===== config.mk =====
export PLATFORM = sky130hd
export DESIGN_NAME = thermocycle_pid_controller
export DESIGN_NICKNAME = d
export VERILOG_FILES = /design/src/rtl/core/tcpid_pkg.sv /design/src/rtl/core/tcpid_cfg.sv /design/src/rtl/core/tcpid_datapath.sv /design/src/rtl/core/thermocycle_pid_controller.sv
export VERILOG_INCLUDE_DIRS = /design/src /design/src/rtl/core
export SDC_FILE = /design/constraint.sdc
export NUM_CORES = 2
export LEC_CHECK = 0
export ABC_CLOCK_PERIOD_IN_PS = 21800
export BUFFER_PORTS_ARGS = -buffer_cell sky130_fd_sc_hd__buf_4
export CORE_ASPECT_RATIO = 1.2
export CORE_MARGIN = 5
export CORE_UTILIZATION = 28
export CTS_BUF_LIST = sky130_fd_sc_hd__clkbuf_8 sky130_fd_sc_hd__clkbuf_16
export CTS_CLUSTER_SIZE = 20
export DETAILED_ROUTE_END_ITERATION = 8
export SLEW_MARGIN = 20
export SYNTH_ARGS = -nofsm -noshare
export SYNTH_HDL_FRONTEND = slang
export SYNTH_SLANG_ARGS = --single-unit

===== constraint.sdc =====
create_clock -name i_clk -period 21.8 [get_ports i_clk]
set_input_delay 0 -clock i_clk [delete_from_list [all_inputs] [get_ports i_clk]]
set_output_delay 0 -clock i_clk [all_outputs]
set_load 0.01 [all_outputs]

===== src/rtl/core/thermocycle_pid_controller_assert.svh =====
// Assertion macros shared by the thermocycle PID controller RTL.
// Define ASSERT_OFF to compile every check away; no other dependencies.
`ifndef THERMOCYCLE_PID_CONTROLLER_ASSERT_SVH
`define THERMOCYCLE_PID_CONTROLLER_ASSERT_SVH
`ifndef ASSERT_OFF
// same-cycle implication
`define TCPID_ASSERT_IMP(lbl, clk, rstn, ante, cons) \
    lbl: assert property (@(posedge clk) disable iff (!(rstn)) (ante) |-> (cons)) \
        else $error("tcpid assertion failed");
// next-cycle implication
`define TCPID_ASSERT_NXT(lbl, clk, rstn, ante, cons) \
    lbl: assert property (@(posedge clk) disable iff (!(rstn)) (ante) |=> (cons)) \
        else $error("tcpid assertion failed");
`else
`define TCPID_ASSERT_IMP(lbl, clk, rstn, ante, cons)
`define TCPID_ASSERT_NXT(lbl, clk, rstn, ante, cons)
`endif
`endif


===== src/rtl/core/tcpid_pkg.sv =====
// Package for the thermocycle PID controller: field widths, register
// indexes, fixed-point constants and the structs passed between modules.
package tcpid_pkg;

    localparam int TEMP_W      = 16;
    localparam int GAIN_W      = 16;
    localparam int TOTAL_W     = 10;
    localparam int COUNT_W     = 11;
    localparam int INTEG_W     = 22;
    localparam int LEVEL_W     = 8;
    localparam int CFG_IDX_W   = 3;
    localparam int CFG_DATA_W  = 16;
    localparam int OUT_DATA_W  = 24;

    // one degree in 1/64 degree units
    localparam logic signed [TEMP_W:0] ONE_DEGREE = 17'sd64;
    // integral ceiling: 255 output steps in 2^-14 units
    localparam logic [INTEG_W-1:0] INTEG_MAX = 22'd4177920;

    // configuration register indexes
    typedef enum logic [CFG_IDX_W-1:0] {
        CFG_PROP_GAIN    = 3'd0,
        CFG_INTEG_GAIN   = 3'd1,
        CFG_DERIV_GAIN   = 3'd2,
        CFG_UPPER_TARGET = 3'd3,
        CFG_LOWER_TARGET = 3'd4,
        CFG_TOTAL_CYCLES = 3'd5
    } t_cfg_idx;

    typedef struct packed {
        logic        [GAIN_W-1:0]  prop_gain;
        logic        [GAIN_W-1:0]  integ_gain;
        logic        [GAIN_W-1:0]  deriv_gain;
        logic signed [TEMP_W-1:0]  upper_target;
        logic signed [TEMP_W-1:0]  lower_target;
        logic        [TOTAL_W-1:0] total_cycles;
    } t_cfg;

    typedef struct packed {
        logic               finished;
        logic [COUNT_W-1:0] cycles_done;
        logic               cooling_phase;
        logic               fan_on;
        logic [LEVEL_W-1:0] led_level;
    } t_result;

endpackage


===== src/rtl/core/tcpid_cfg.sv =====
// Configuration register file of the thermocycle PID controller.
// Depends on tcpid_pkg for register indexes and the t_cfg struct.
module tcpid_cfg (
    input  logic                                i_clk,
    input  logic                                i_rst_n,
    input  logic                                i_wr_en,
    input  logic [tcpid_pkg::CFG_IDX_W-1:0]     i_index,
    input  logic [tcpid_pkg::CFG_DATA_W-1:0]    i_data,
    output tcpid_pkg::t_cfg                     o_cfg
);
    import tcpid_pkg::*;

    t_cfg r_cfg;
    t_cfg n_cfg;

    // register write decode; unknown indexes are dropped
    always_comb begin
        n_cfg = r_cfg;
        if (i_wr_en) begin
            case (t_cfg_idx'(i_index))
                CFG_PROP_GAIN:    n_cfg.prop_gain    = i_data;
                CFG_INTEG_GAIN:   n_cfg.integ_gain   = i_data;
                CFG_DERIV_GAIN:   n_cfg.deriv_gain   = i_data;
                CFG_UPPER_TARGET: n_cfg.upper_target = $signed(i_data);
                CFG_LOWER_TARGET: n_cfg.lower_target = $signed(i_data);
                CFG_TOTAL_CYCLES: n_cfg.total_cycles = i_data[TOTAL_W-1:0];
                default:          n_cfg = r_cfg;
            endcase
        end
    end

    always_ff @(posedge i_clk) begin
        if (!i_rst_n) begin
            r_cfg.prop_gain    <= 16'd256;
            r_cfg.integ_gain   <= 16'd0;
            r_cfg.deriv_gain   <= 16'd0;
            r_cfg.upper_target <= 16'sd6080;
            r_cfg.lower_target <= 16'sd3840;
            r_cfg.total_cycles <= 10'd30;
        end else begin
            r_cfg <= n_cfg;
        end
    end

    assign o_cfg = r_cfg;

endmodule


===== src/rtl/core/tcpid_datapath.sv =====
// Controller state and single-pass PID update for one temperature sample.
// Depends on tcpid_pkg and thermocycle_pid_controller_assert.svh.
`include "thermocycle_pid_controller_assert.svh"
module tcpid_datapath (
    input  logic                                i_clk,
    input  logic                                i_rst_n,
    input  tcpid_pkg::t_cfg                     i_cfg,
    input  logic                                i_step,
    input  logic signed [tcpid_pkg::TEMP_W-1:0] i_temperature,
    output tcpid_pkg::t_result                  o_result
);
    import tcpid_pkg::*;

    logic                      r_phase,    n_phase;
    logic                      r_fan,      n_fan;
    logic [COUNT_W-1:0]        r_count,    n_count;
    logic [INTEG_W-1:0]        r_integral, n_integral;
    logic signed [TEMP_W-1:0]  r_prev,     n_prev;
    logic [LEVEL_W-1:0]        r_level,    n_level;

    logic                      held;
    logic signed [TEMP_W:0]    temp_x;
    logic signed [TEMP_W:0]    hi_thresh;
    logic signed [TEMP_W:0]    lo_thresh;
    logic                      to_cool;
    logic                      to_heat;
    logic                      phase_c;
    logic signed [TEMP_W:0]    target_x;
    logic signed [TEMP_W:0]    err;
    logic signed [TEMP_W:0]    dmeas;
    logic signed [33:0]        iprod;
    logic signed [33:0]        pprod;
    logic signed [33:0]        dprod;
    logic signed [34:0]        isum;
    logic [INTEG_W-1:0]        integ_c;
    logic signed [36:0]        sum;
    logic [LEVEL_W-1:0]        level_c;

    // phase switching against the thresholds one degree inside the targets
    always_comb begin
        held      = r_count > {1'b0, i_cfg.total_cycles};
        temp_x    = {i_temperature[TEMP_W-1], i_temperature};
        hi_thresh = {i_cfg.upper_target[TEMP_W-1], i_cfg.upper_target} - ONE_DEGREE;
        lo_thresh = {i_cfg.lower_target[TEMP_W-1], i_cfg.lower_target} + ONE_DEGREE;
        to_cool   = !r_phase && (temp_x >= hi_thresh);
        to_heat   = r_phase && (temp_x <= lo_thresh);
        phase_c   = to_cool ? 1'b1 : (to_heat ? 1'b0 : r_phase);
        target_x  = phase_c ? {i_cfg.lower_target[TEMP_W-1], i_cfg.lower_target}
                            : {i_cfg.upper_target[TEMP_W-1], i_cfg.upper_target};
        err       = target_x - temp_x;
        dmeas     = temp_x - {r_prev[TEMP_W-1], r_prev};
    end

    // three gain products, all in 2^-14 output steps
    always_comb begin
        iprod = $signed({1'b0, i_cfg.integ_gain}) * err;
        pprod = $signed({1'b0, i_cfg.prop_gain}) * err;
        dprod = $signed({1'b0, i_cfg.deriv_gain}) * dmeas;
    end

    // integral accumulate with anti-windup clamp
    always_comb begin
        isum = $signed({13'd0, r_integral}) + {iprod[33], iprod};
        if (isum[34]) begin
            integ_c = '0;
        end else if (isum[33:0] > {12'd0, INTEG_MAX}) begin
            integ_c = INTEG_MAX;
        end else begin
            integ_c = isum[INTEG_W-1:0];
        end
    end

    // PID sum, truncate toward zero and clamp to the level range
    always_comb begin
        sum = {{3{pprod[33]}}, pprod} + $signed({15'd0, integ_c})
            - {{3{dprod[33]}}, dprod};
        if (sum[36] || (sum == '0)) begin
            level_c = '0;
        end else if (|sum[35:22]) begin
            level_c = '1;
        end else begin
            level_c = sum[21:14];
        end
    end

    // state update; a held controller keeps everything
    always_comb begin
        n_phase    = r_phase;
        n_fan      = r_fan;
        n_count    = r_count;
        n_integral = r_integral;
        n_prev     = r_prev;
        n_level    = r_level;
        if (i_step && !held) begin
            n_phase    = phase_c;
            n_fan      = phase_c;
            n_count    = to_heat ? r_count + 11'd1 : r_count;
            n_integral = integ_c;
            n_prev     = i_temperature;
            n_level    = level_c;
        end
    end

    always_ff @(posedge i_clk) begin
        if (!i_rst_n) begin
            r_phase    <= 1'b0;
            r_fan      <= 1'b0;
            r_count    <= '0;
            r_integral <= '0;
            r_prev     <= '0;
            r_level    <= '0;
        end else begin
            r_phase    <= n_phase;
            r_fan      <= n_fan;
            r_count    <= n_count;
            r_integral <= n_integral;
            r_prev     <= n_prev;
            r_level    <= n_level;
        end
    end

    // result of this step, taken by the output register
    always_comb begin
        o_result.led_level     = n_level;
        o_result.fan_on        = n_fan;
        o_result.cooling_phase = n_phase;
        o_result.cycles_done   = n_count;
        o_result.finished      = n_count > {1'b0, i_cfg.total_cycles};
    end

    `TCPID_ASSERT_IMP(a_integ_bound, i_clk, i_rst_n, 1'b1, r_integral <= INTEG_MAX)
    `TCPID_ASSERT_IMP(a_fan_tracks_phase, i_clk, i_rst_n, 1'b1, r_fan == r_phase)
    `TCPID_ASSERT_NXT(a_idle_keeps_state, i_clk, i_rst_n, !i_step,
        $stable(r_count) && $stable(r_integral) && $stable(r_prev))
    `TCPID_ASSERT_NXT(a_held_keeps_state, i_clk, i_rst_n, i_step && held,
        $stable(r_count) && $stable(r_level) && $stable(r_phase))
    `TCPID_ASSERT_NXT(a_count_on_heat, i_clk, i_rst_n, i_step && !held && to_heat,
        r_count == $past(r_count) + 11'd1)

endmodule


===== src/rtl/core/thermocycle_pid_controller.sv =====
// Thermal cycling PID controller with anti-windup.
// Interfaces: a sample stream (i_s_*), a result stream (o_m_*) and a config
// write channel (i_cfg_*). Result tdata bits, low to high: led_level[7:0],
// fan_on[8], cooling_phase[9], cycles_done[20:10], finished[21], zero pad.
// Each accepted temperature sample gives one result: the sample waits in the
// input register, then the PID update loads the result register. One sample
// per cycle is sustained while the receiver takes results; the update path
// (three 17x17 products, integral clamp, sum and level clamp) is one
// combinational pass between the state registers, since each sample needs
// the integral and phase left by the previous one.
// Reset (i_rst_n low, synchronous) starts heating with count, integral,
// previous sample and drive at zero and loads the default gains/targets.
// If the receiver stalls, the result register holds its transaction; the
// input register still takes one more sample, then o_s_tready drops.
// Config writes are always ready and must only occur while the block is
// idle. Depends on tcpid_pkg, tcpid_cfg and tcpid_datapath.
module thermocycle_pid_controller (
    input  logic                                 i_clk,
    input  logic                                 i_rst_n,
    // sample stream; tdata: temperature[15:0]
    input  logic                                 i_s_tvalid,
    output logic                                 o_s_tready,
    input  logic [tcpid_pkg::TEMP_W-1:0]         i_s_tdata,
    // result stream; tdata: led_level, fan_on, cooling_phase, cycles_done,
    // finished, pad
    output logic                                 o_m_tvalid,
    input  logic                                 i_m_tready,
    output logic [tcpid_pkg::OUT_DATA_W-1:0]     o_m_tdata,
    // configuration writes
    input  logic                                 i_cfg_valid,
    output logic                                 o_cfg_ready,
    input  logic [tcpid_pkg::CFG_IDX_W-1:0]      i_cfg_index,
    input  logic [tcpid_pkg::CFG_DATA_W-1:0]     i_cfg_data
);
    import tcpid_pkg::*;

    t_cfg               cfg;
    t_result            step_result;
    logic               advance;
    logic               step;

    logic               r_in_valid;
    logic               n_in_valid;
    logic [TEMP_W-1:0]  r_temp;
    logic               r_out_valid;
    logic               n_out_valid;
    t_result            r_result;

    assign o_cfg_ready = 1'b1;

    tcpid_cfg u_cfg (
        .i_clk   (i_clk),
        .i_rst_n (i_rst_n),
        .i_wr_en (i_cfg_valid),
        .i_index (i_cfg_index),
        .i_data  (i_cfg_data),
        .o_cfg   (cfg)
    );

    // pipeline control: the update runs when the result slot frees up
    assign advance    = !r_out_valid || i_m_tready;
    assign step       = r_in_valid && advance;
    assign o_s_tready = !r_in_valid || advance;

    always_comb begin
        n_in_valid  = (i_s_tvalid && o_s_tready) ? 1'b1 : (step ? 1'b0 : r_in_valid);
        n_out_valid = advance ? r_in_valid : r_out_valid;
    end

    always_ff @(posedge i_clk) begin
        if (!i_rst_n) begin
            r_in_valid  <= 1'b0;
            r_out_valid <= 1'b0;
        end else begin
            r_in_valid  <= n_in_valid;
            r_out_valid <= n_out_valid;
        end
    end

    // input sample register
    always_ff @(posedge i_clk) begin
        if (i_s_tvalid && o_s_tready) begin
            r_temp <= i_s_tdata;
        end
    end

    tcpid_datapath u_datapath (
        .i_clk         (i_clk),
        .i_rst_n       (i_rst_n),
        .i_cfg         (cfg),
        .i_step        (step),
        .i_temperature ($signed(r_temp)),
        .o_result      (step_result)
    );

    // result register
    always_ff @(posedge i_clk) begin
        if (step) begin
            r_result <= step_result;
        end
    end

    assign o_m_tvalid = r_out_valid;
    assign o_m_tdata  = {2'b00, r_result.finished, r_result.cycles_done,
                         r_result.cooling_phase, r_result.fan_on, r_result.led_level};

endmodule

== After elaboration in Yosys (flattened, before gate mapping) ==
Index checks and enable logic that the tools add are counted.

* Register bits: 189
* Output and inout bits: 27
* Word-level logic and storage cells: 77

* Add/subtract/negate cells: 8
* $mul: 3
* $lt $le $gt $ge: 5
* Equal/unequal tests: 5
* Muxes and demuxes: 14
* Reductions and logical operators: 22

{| class="wikitable"
|+ Operator list
! operator !! number
|-
| 17-bit by 17-bit multiplier with 34-bit output || 3
|-
| 22-bit 2-to-1 mux || 2
|-
| 37-bit logical NOT || 1
|-
| 37-bit subtractor || 1
|-
| 23-bit by 34-bit adder with 35-bit output || 1
|-
| 34-bit by 23-bit adder with 35-bit output || 1
|-
| 34-bit by 22-bit greater-than comparator with 1-bit output, second input constant || 1
|-
| 8-bit 2-to-1 mux || 3
|-
| 11-bit by 10-bit greater-than comparator with 1-bit output || 2
|-
| 11-bit 2-to-1 mux || 2
|-
| 16-bit by 8-bit adder with 17-bit output, second input constant || 1
|-
| 16-bit by 17-bit greater-or-equal comparator with 1-bit output || 1
|-
| 16-bit by 17-bit less-or-equal comparator with 1-bit output || 1
|-
| 17-bit 2-to-1 mux || 1
|-
| 16-bit by 16-bit subtractor with 17-bit output || 1
|-
| 16-bit by 8-bit subtractor with 17-bit output, second input constant || 1
|-
| 17-bit by 16-bit subtractor with 17-bit output || 1
|-
| 14-bit OR reduction || 1
|-
| 2-bit AND reduction || 6
|-
| 11-bit by 1-bit adder with 11-bit output, second input constant || 1
|-
| 3-bit by 2-bit equality test with 1-bit output, second input constant || 2
|-
| 3-bit equality test, second input constant || 2
|-
| 1-bit 2-to-1 mux || 6
|-
| 1-bit logical AND || 5
|-
| 5 further kinds || 10
|}

== Longest topological paths before layout ==
* Word-level depth: 18
* Depth in mapped cells: 88

== By module ==
Synthesis repeated with hierarchy kept, for this count alone.

* Cells, all modules: 4545
* Area, all modules: 40945.5 µm²

{| class="wikitable"
|+ Modules (own cells, without submodules)
! module !! instances !! cells each !! area each (µm²) !! seq. area each (µm²)
|-
| tcpid_datapath || 1 || 4164 || 36266.0 || 1181.1
|-
| tcpid_cfg || 1 || 329 || 3404.5 || 1801.7
|-
| thermocycle_pid_controller || 1 || 52 || 1275.0 || 1181.1
|}

== Worst setup path before layout ==
Ideal clock, no wire load.

* Path type: register to register
* Start: reg u_cfg.r_cfg (netlist bit u_cfg.o_cfg[34])
* End: reg r_result (netlist bit o_m_tdata[0]) (data pin)
* Setup time: 267 ps
* Arrival: 18016 ps
* Slack: 3517 ps
* Cell stages (with the launch flop): 81
* Period minus slack after synthesis: 18283 ps
* Cells stage by stage: dfxtp_1 > nor4_1 > nand2_1 > nor3_1 > xnor2_1 > ha_1 > a2111oi_0 > a31oi_1 > a311oi_1 > clkbuf_1 > mux2i_1 > ha_1 > inv_1 > fa_1 > a21o_1 > a21oi_1 > o21bai_1 > a21oi_1 > [45 not listed] > o211a_1 > o21a_1 > o21ai_0 > nand2b_1 > a21oi_1 > xnor2_1 > ha_1 > clkbuf_1 > and3_1 > a221o_1 > a21oi_1 > inv_1 > o31ai_1 > a22o_1 > and3_1 > and4_1 > clkbuf_1 > o21ai_0

{| class="wikitable"
|+ RTL lines
! item !! line !! RTL
|-
| start: declaration || tcpid_cfg.sv:13 || <nowiki>t_cfg r_cfg;</nowiki>
|-
| start signal: assignment || tcpid_cfg.sv:41 || <nowiki>r_cfg <= n_cfg;</nowiki>
|-
| end signal: assignment || thermocycle_pid_controller.sv:99 || <nowiki>r_result <= step_result;</nowiki>
|-
| end: declaration || thermocycle_pid_controller.sv:47 || <nowiki>t_result r_result;</nowiki>
|}

==> metrics.yaml <==
hold_depth: 3
cts_tree: "built"
yosysUniqueCellTypes: 82
fin_skew_ns: 0.0214
final_cell_area_um2: 45800
dp_cells: 6785
rr_worst_depth: 75
hold_class: "in -> reg"
fmax_mhz: 48.6
worstPathMaxFanout: 32
rsz0062_at_grt: "false"
path_delay_family: "adder cells"
tightestPinTransition_ns: 1.05
dieWidth_um: 363
crit_arrival_ns: 20.82
fin_crit_ns: 20.59
io_pins: 67
post-route-util_pct: 30.8
core_region_area_um2: 149000
port_buffers: 63
cp_slowest_cell: "a311oi_4"
multi_input_area_um2: 33600
drt_iter0_drc: 1876
cpMostUsedCell: "fa_1"
hold_viol_final: 0
cts.path.max_buffers: 2
ys_ff_latch: 189
via_count: 33070
antenna_found_initial: 3
hpwl_um: 92600
synth_edf_count: 38
post_drt_via_cell_ratio: 4.81
drive_gt1_share_pct: 4.95
first_global_vias: 35260
cts_buffers: 17
drc: 0
max_stage_delay_ns: 0.66
p_leak_uw: 0.0218
fin_crit_sh_pct: 94.4
die_h_um: 434
syn_area_um2: 41900
r2r-end: "o_m_tdata[4]"
start_util_pct: 28.2
r2r-start: "u_cfg.o_cfg[18]"
drv_slew: 0
syn_area_per_cell_um2: 8.56
critPathBufInv: 11
finalSetupTns_ns: 0
track_usage_pct: 15.1
die_area_um2: 158000
syn_inst: 4902
min_to: "u_cfg.o_cfg[82]"
crit_path_end_kind: "register"
peakVddDrop_v: 0.000183
gp_congestion: 0.877
start_kind: "register"
register_area_um2: 4160
required_ns: 22.03
hp-start: "i_rst_n"
p_per_area_nw_per_um2: 74.2
place_area_um2: 44700
nets: 6127
fin_ws_ns: 1.21
htree_levels: 4
areaGrowthSynthToFinish_pct: 9.27
cts_sinks: 189
drt_pass1_iterations: 5
cts_root_buf: "clkbuf_16"
place_ws_ns: 0.579
ant_nets: 0
status: "finished clean"
fillerInstances: 15605
crit_type: "reg -> reg"
grt_start_max_net_pins: 60
grt_pass1_wl_um: 192000
maxSlewHeadroom_pct: 28.3
drv_cap: 0
ys.flop_type: "dfxtp_1"
async_reset_ff_share_pct: 0
ys_seq_area_share_pct: 9.93
setup_violations: 0
fin_cells: 6870
wl_per_cell_um: 17.0
gr-total-overflow: 0
path_clk_slew_ns: 0.10
routed_wirelength_um: 117000
synth_warnings: 0
clk_latency_ns: 0.51
num_rows: 155
r2r_slack_ns: 1.21
[report_power, final]
group	internal, uW	switching (uW)
logic	1020	1610
clock network	164	193
registers	384	27.0
[cell type report]
type | count | area share, %
Multi-Input combinational cell | 3559 | 73.3
Sequential cell | 189 | 9.09
Inverter | 959 | 7.86
Tap cell | 1962 | 5.36
Timing Repair Buffer | 166 | 2.94
Clock buffer | 17 | 0.928
Clock inverter | 15 | 0.497
Antenna cell | 3 | 0.0164
[stage by stage]
stage	total power, uW	hold slack, ns
global placement	2990	0.178
finish	3400	0.0770
floorplan	2330	0.0989
global route	3730	0.0895
CTS	3400	0.0308
detailed placement	3020	0.180
[cell usage in the layout (no fill, tap or decap), drive strengths merged, types with 16 or more instances in the layout]
cell / n
nand3: 71
or2: 25
a2111oi: 19
inv: 970
nand2b: 51
a21oi: 218
edfxtp: 38
or3: 17
o21a: 34
nand3b: 26
and3: 26
a21o: 66
nor3: 37
dfxtp: 151
xnor2: 74
dlygate4sd3: 41
and2: 347
nand2: 669
nor2b: 61
ha: 521
nand4: 24
a211oi: 18
mux2i: 26
xor2: 49
o211ai: 22
clkbuf: 18
o31ai: 27
o21bai: 16
fa: 674
a22oi: 17
o21ai: 103
nor2: 149
and3b: 30
buf: 124
[per-layer routing]
metal | GRT usage (%) | wire [um] | share of wire (%) | vias to the layer above
met3 | 1.51 | 4980 | 4.3 | 214
met2 | 27.2 | 57900 | 50 | 790
met1 | 18.8 | 49300 | 42 | 16637
met5 | 0 | 13 | 0.011 | -
met4 | 5.59 | 4380 | 3.8 | 2
li1 | - | - | - | 15427
[worst register-to-register path, delay by kind of cell (launching register included)]
| kind | cells | cell delay [ns] |
|---|---|---|
| compound gates | 25 | 6.21 |
| xor+xnor | 3 | 0.40 |
| fa+ha+maj | 18 | 8.05 |
| buf+inv | 11 | 1.25 |
| flops | 1 | 0.43 |
| mux | 2 | 0.57 |
| simple gates | 16 | 3.42 |
[how the worst max path moves through the flow]
stage	start	to	slack, ns	cells after the start
after detailed placement	u_cfg.o_cfg[18]	o_m_tdata[5]	0.58	75
after CTS	u_cfg.o_cfg[18]	o_m_tdata[5]	0.56	74
after floorplan	u_cfg.o_cfg[34]	o_m_tdata[0]	3.52	80
after global placement	u_cfg.o_cfg[16]	o_m_tdata[2]	1.16	75
final	u_cfg.o_cfg[18]	o_m_tdata[4]	1.21	75
after global routing	u_cfg.o_cfg[18]	o_m_tdata[2]	0.009	75
[what timing repair did]
action                                  4_1_cts  5_1_grt
hold buffers                                 41        0
endpoints found under the hold margin       108        0
buffers inserted                              0        8
gates resized for setup                       0        7
endpoints found under the setup margin        0       16
[sequential cells by signal (all words and copies together) (netlist names)]
name                   flops
u_datapath.r_integral     22
u_datapath.r_phase         1
r_temp                    16
u_datapath.r_prev         16
u_cfg.o_cfg               90
u_datapath.r_level         8
r_in_valid                 1
o_m_tdata                 22
u_datapath.r_count        11
u_datapath.r_fan           1
o_m_tvalid                 1
[cells by family after synthesis]
logic type,Yosys count,share of synthesized area (%)
AND/OR/NAND/NOR,1564,18.5
adder cells (fa/ha/maj),1195,47.7
buffers and inverters,1155,10.4
AO/OA/AOI/OAI,637,9.88
flip-flops,189,9.93
XOR/XNOR,123,2.57
multiplexers,37,0.916
other,2,0.0179
[Yosys cell counts, types with 14 or more instances]
cell | instances | area, um2
or3_1 | 17 | 106
xor2_1 | 49 | 429
a21oi_1 | 218 | 1090
o211ai_1 | 22 | 165
o31ai_1 | 19 | 143
nand3b_1 | 26 | 195
nor3_1 | 37 | 185
nor2_1 | 149 | 559
inv_1 | 958 | 3600
fa_1 | 674 | 13500
and3b_1 | 30 | 263
mux2i_1 | 26 | 260
dfxtp_1 | 151 | 3020
or2_2 | 24 | 150
o21bai_1 | 16 | 120
nand2b_1 | 50 | 313
a22oi_1 | 17 | 128
xnor2_1 | 74 | 648
a21o_1 | 66 | 495
and2_1 | 344 | 2150
edfxtp_1 | 38 | 1140
o21ai_0 | 99 | 495
ha_1 | 521 | 6520
clkbuf_1 | 175 | 657
a211oi_1 | 18 | 135
and3_1 | 26 | 163
nand2_1 | 668 | 2510
o21a_1 | 34 | 255
nor2b_1 | 61 | 382
nand4_1 | 24 | 150
a2111oi_0 | 14 | 123
nand3_1 | 71 | 355
(Power assumes the default switching activity.)
